[config.mk]
export PLATFORM = sky130hd
export DESIGN_NAME = vdi_front
export DESIGN_NICKNAME = d
export VERILOG_FILES = /design/src/rtl/vdi_pkg.sv /design/src/rtl/vdi_front.sv
export SDC_FILE = /design/constraint.sdc
export NUM_CORES = 1
export LEC_CHECK = 0
export ABC_AREA = 1
export BUFFER_PORTS_ARGS = -buffer_cell sky130_fd_sc_hd__buf_2
export CORE_AREA = 2 2 305 307
export CTS_CLUSTER_DIAMETER = 40
export DETAILED_ROUTE_END_ITERATION = 10
export DIE_AREA = 0 0 307 309
export MAX_ROUTING_LAYER = met4
export SLEW_MARGIN = 20
export SYNTH_ARGS = -nofsm -noshare
export SYNTH_HDL_FRONTEND = slang
export SYNTH_SLANG_ARGS = --single-unit
[constraint.sdc]
create_clock -name i_clk -period 19.8 [get_ports i_clk]
set_clock_uncertainty 0.1 [all_clocks]
set_input_delay 1.98 -clock i_clk [delete_from_list [all_inputs] [get_ports i_clk]]
set_output_delay 1.98 -clock i_clk [all_outputs]
set_load 0.05 [all_outputs]
[src/rtl/vdi_pkg.sv]
// ----------------------------------------------------------------------------
// vdi_pkg
// shared constants and types for the vertex deduplication indexer
// ----------------------------------------------------------------------------
package vdi_pkg;

    localparam int TABLE_DEPTH = 4096;
    localparam int IDX_W       = (TABLE_DEPTH > 1) ? $clog2(TABLE_DEPTH) : 1;
    localparam int CNT_W       = $clog2(TABLE_DEPTH + 1);

    localparam int WORD_W      = 64;
    localparam int NUM_WORDS   = 6;
    localparam int VTX_W       = WORD_W * NUM_WORDS;
    // position, uv and normal words, tangent words above them
    localparam int CORE_W      = WORD_W * 4;

    localparam int OUT_IDX_W   = 12;
    localparam int OUT_CNT_W   = 13;
    localparam int OUT_DATA_W  = 32;
    localparam int OUT_PAD_W   = OUT_DATA_W - OUT_IDX_W - 2 - OUT_CNT_W;

    typedef struct packed {
        logic             som;
        logic [VTX_W-1:0] vtx;
    } t_item;

    typedef struct packed {
        logic [IDX_W-1:0] idx;
        logic             is_new;
        logic             overflow;
        logic [CNT_W-1:0] count;
    } t_result;

endpackage

[src/rtl/vdi_front.sv]
// ----------------------------------------------------------------------------
// vdi_front
// input side: takes items and holds them in a two-entry queue
// ----------------------------------------------------------------------------
module vdi_front (
    input  logic                      i_clk,
    input  logic                      i_rst_n,
    input  logic                      i_s_tvalid,
    output logic                      o_s_tready,
    input  logic [vdi_pkg::VTX_W-1:0] i_s_tdata,
    input  logic                      i_s_tuser,
    output logic                      o_q_valid,
    output vdi_pkg::t_item            o_q_item,
    input  logic                      i_q_pop
);

    vdi_pkg::t_item r_mem [2];
    logic           r_wr_ptr;
    logic           r_rd_ptr;
    logic [1:0]     r_fill;
    logic           push;

    assign o_s_tready = (r_fill != 2'd2);
    assign push       = i_s_tvalid && o_s_tready;
    assign o_q_valid  = (r_fill != 2'd0);
    assign o_q_item   = r_mem[r_rd_ptr];

    always_ff @(posedge i_clk) begin
        if (push) begin
            r_mem[r_wr_ptr].som <= i_s_tuser;
            r_mem[r_wr_ptr].vtx <= i_s_tdata;
        end
    end

    always_ff @(posedge i_clk) begin
        if (!i_rst_n) begin
            r_wr_ptr <= 1'b0;
            r_rd_ptr <= 1'b0;
            r_fill   <= 2'd0;
        end else begin
            if (push) begin
                r_wr_ptr <= ~r_wr_ptr;
            end
            if (i_q_pop) begin
                r_rd_ptr <= ~r_rd_ptr;
            end
            if (push && !i_q_pop) begin
                r_fill <= r_fill + 2'd1;
            end else if (!push && i_q_pop) begin
                r_fill <= r_fill - 2'd1;
            end
        end
    end

endmodule

---- After elaboration in Yosys (flattened, before gate mapping) ----
Memories as Yosys holds them, arrays and structs flattened. A register that Yosys moved wholly into a read port is not among the register bits.
Index checks and enable logic that the tools add are counted.
cells by class
  $add $sub $neg .......................... 2
  eq/ne operators ......................... 1
  muxes and demuxes ....................... 6
  bitwise logic cells ..................... 2
  reduce and logical (&&, ||, !) cells .... 7
operators with widths
  kind                                                                 number
  1-bit 2-to-1 mux                                                     4
  2-bit 2-to-1 mux                                                     2
  2-bit nonzero test                                                   2
  1-bit logical AND                                                    3
  2-bit by 1-bit adder with 2-bit output (second input constant)       1
  1-bit logical NOT                                                    2
  2-bit inequality test (second input constant)                        1
  1-bit inverter                                                       2
  2-bit by 1-bit subtractor with 2-bit output (second input constant)  1
word-level totals
  register bits ........................... 4
  bits in writable memories ............... 770
  bits of input ports ..................... 389
  output and inout bits ................... 387
  word-level logic and storage cells ...... 22
  memories ................................ 1
memories
  name   depth  width  rd ports  clocked after Yosys merged registers in  wr ports  line             RTL
  r_mem  2      385    1         1                                        1         vdi_front.sv:17  vdi_pkg::t_item r_mem [2];

---- Logic depth before layout (Yosys ltp) ----
  depth after elaboration ................. 6
  depth in mapped cells ................... 11
  gate-level depth less buffers ........... 11

---- Worst setup path before layout ----
OpenSTA, ideal clock, no wires.
  kind .................................... in2reg
  from .................................... input port i_s_tvalid
  to ...................................... memory r_mem[0][0] in the netlist's numbering (enable)
  setup time .............................. 1.143 ns
  arrival time ............................ 18.030 ns
  setup slack ............................. 0.528 ns
  stages on the path ...................... 2
  buffers on the path ..................... 0
  path through ............................ nand2_1 -> nor2_1
between the ends
  word-level cells in the longest chain between the ends .. 3
RTL lines
  what                                    line             RTL
  start: declaration                      vdi_front.sv:8   input logic i_s_tvalid,
  1-bit logical AND                       vdi_front.sv:24  assign push = i_s_tvalid && o_s_tready;
  1-bit 2-to-1 mux                        vdi_front.sv:29  if (push) begin
  1-bit 2-to-1 mux (implied by the code)  vdi_front.sv:31  r_mem[r_wr_ptr].vtx <= i_s_tdata;
  end: declaration                        vdi_front.sv:17
Every way passes these cells.

==> qor.yml <==
cap_viol_max_count: 0
pin_count_of_the_biggest_net_entering_global_routing: 155
timing.critical_path.from_type: "register"
syn_nets: 1624
coreArea_um2: 91400
synth.cells.most_frequent: "edfxtp_1 (770), mux2_2 (353), buf_6 (40)"
worst_slew_margin_rel_pct: 28.6
postRouteAntennaNets: 0
timing.hold.worst.class: "register to register"
via_count_of_the_first_global_routing_pass: 15800
worst_slew_pin_slew_ns: 1.07
yosys.area.top_type_share_pct: 81.8
worst_ir_drop_vdd_v: 0.000108
hold_fix_buffers_at_cts: 0
post_cts_setup_bufs: 0
post_synth_edffs: 770
fp.dieW_um: 307
routabilityCongestion: 0.896
holdPathStages: 2
final_layout_size_suffix_gt1_share_pct: 61.8
place.detailed.hpwl_mm: 49.1
antenna_found_initial: 13
syn_area_per_cell_um2: 22.9
timing.setup.critical_path_class: "register to output port"
pwr_density_cell_nw_per_um2: 122
area_growth_pct: 30.0
tritoncts: "yes"
end_kind: "output port"
finalPower_uw: 4490
yosys_warnings: 0
final.min_clock_period_ns: 6.62
clkLatencyLatePin_ns: 0.65
avgRoutedWirePerCell_um: 20.6
pre_cts_slack_ns: 13.56
placement_rows: 111
ys_seq_area_share_pct: 82.1
ctsRootBufferMaster: "clkbuf_16"
critPathMaxStageDelay_ns: 0.82
synth_top_cell_by_area: "edfxtp_1"
floorplan.die.height_um: 309
synth_top_cells_by_area: "edfxtp_1 (82%), mux2_2 (14%), buf_6 (1.6%)"
r2r_cells: 7
setup_total_negative_slack_ns: 0
grt_setup_unrepaired: "false"
drt_first_iter_violations: 970
floorplan.die_area_um2: 94900
grtUsageTotal_pct: 14.3
cts-root-to-sink-buffers: 3
start_util_pct: 30.9
maxSlewViolCount: 0
critPathRequiredTime_ns: 17.72
status: "complete, no violations"
syn_area_um2: 28300
remaining_drc_errors: 0
dr_total_vias: 14800
path_depth: 5
numClockSinks: 775
synth-seq-cells: 775
count_leader_synth: "edfxtp_1"
crit_family: "buffers and inverters"
drt_pre_antenna_iters: 5
number_of_cells_produced_by_synthesis: 1234
crit_path_cell_trace: "buf_4, buf_4, buf_4, mux2_2, buf_2"
vias_per_cell: 4.40
worst_path_max_delay_cell: "buf_4"
top_level_ports: 776
final-hold-violation-count: 0
critical_path_buf_inv_count: 4
clock_tree.htree_level_count: 3
buffer_ports.inserted: 775
setup_viol: 0
power.leakage_uw: 0.0136
final_nets: 2473
setup_ws_ns: 13.18
layout_worst_path_cycle_share_pct: 33.4
cp_data_arrival_time_ns: 4.54
clock_pin_slew_of_the_registers_on_the_worst_case_setup_and_hold_paths_ns: 0.06
global_route_wire_length_before_repair_mm: 97.4
yosys_most_used_dff: "edfxtp_1"
detail_route.wirelength_mm: 69.5
synth-async-reset-ratio_pct: 0
post_cts_resize_count: 0
yosys_cell_types: 15
fmax_mhz: 151
worstPathMaxFanout: 75
tritoncts.num_buffers: 100
crit_top_cell: "buf_4"
gr-total-overflow: 0
[tightest hold or removal path: cells and delay by family, from the launching register on]
kind | cells | cell delay [ns]
DFF | 1 | 0.32
and+or+nand+nor | 2 | 0.15
[sequential cells by signal, indices dropped and copies added (netlist names), named ones only]
signal,cells
r_mem,770
r_fill,2
r_rd_ptr,1
r_wr_ptr,1
[final timing paths]
check,start,to,slack [ns]
min reg2reg,r_rd_ptr,register,0.40
max reg2reg,r_fill[0],r_mem[0][307],15.04
min,r_rd_ptr,register,0.40
max,register,o_q_item[333],13.18
[layout by cell type, fill, tap and decap left out, types with 2 or more instances in the layout]
cell / instances
mux2_1: 2
diode_2: 12
nor2_1: 6
inv_6: 7
clkinv_1: 10
clkinvlp_4: 10
buf_12: 2
clkbuf_16: 102
clkbuf_8: 3
o21ai_0: 2
mux2_4: 30
clkbuf_1: 12
buf_16: 2
inv_8: 3
mux2_2: 353
clkinv_2: 13
clkinv_4: 14
edfxtp_1: 770
bufinv_16: 9
nor2_4: 2
buf_2: 775
nand2_1: 9
inv_1: 8
dfxtp_1: 4
buf_4: 11
[cell families after synthesis]
family / Yosys count / synth area share [%]
AO/OA/AOI/OAI: 3 / 0.0531
multiplexers: 385 / 15.7
flip-flops: 775 / 82.1
adder cells (fa/ha/maj): 1 / 0.0443
AND/OR/NAND/NOR: 19 / 0.266
buffers and inverters: 51 / 1.75
[power by group]
part / switching [uW] / internal (uW)
registers: 35.2 / 1960
clock network: 689 / 1080
logic: 534 / 184
total: 1260 / 3230
[metrics by stage]
| stage | cells | area, um2 | hold slack (ns) | util [%] |
|---|---|---|---|---|
| after floorplan | 1234 | 28300 | 0.363 | - |
| after global placement | 3165 | 33300 | 0.381 | 36.4 |
| after detailed placement | 3166 | 33300 | 0.393 | 36.5 |
| after CTS | 3351 | 36700 | 0.406 | 40.1 |
| after global routing | 3363 | 36700 | 0.476 | 40.2 |
| final | 3364 | 36700 | 0.396 | 40.2 |
[cell type report]
type	instances	area [um2]
multi-input cells	408	4570
well taps	1186	1480
diodes	12	30.0
fillers	8325	54600
repair buffers	790	4060
clock buffers	117	2640
clock inverters	68	716
inverters	8	30.0
flip-flops and latches	775	23200
[layer usage]
| metal | up-vias | wire length, um | global-route usage, % | share of wire (%) |
|---|---|---|---|---|
| li1 | 6694 | - | - | - |
| met1 | 7431 | 24600 | 14.4 | 35 |
| met2 | 545 | 37500 | 25.2 | 54 |
| met3 | 146 | 5290 | 4.91 | 7.6 |
| met4 | 0 | 2130 | 5.71 | 3.1 |
| met5 | - | 0 | - | 0 |
No activity file was read; power rests on OpenSTA's default activity.
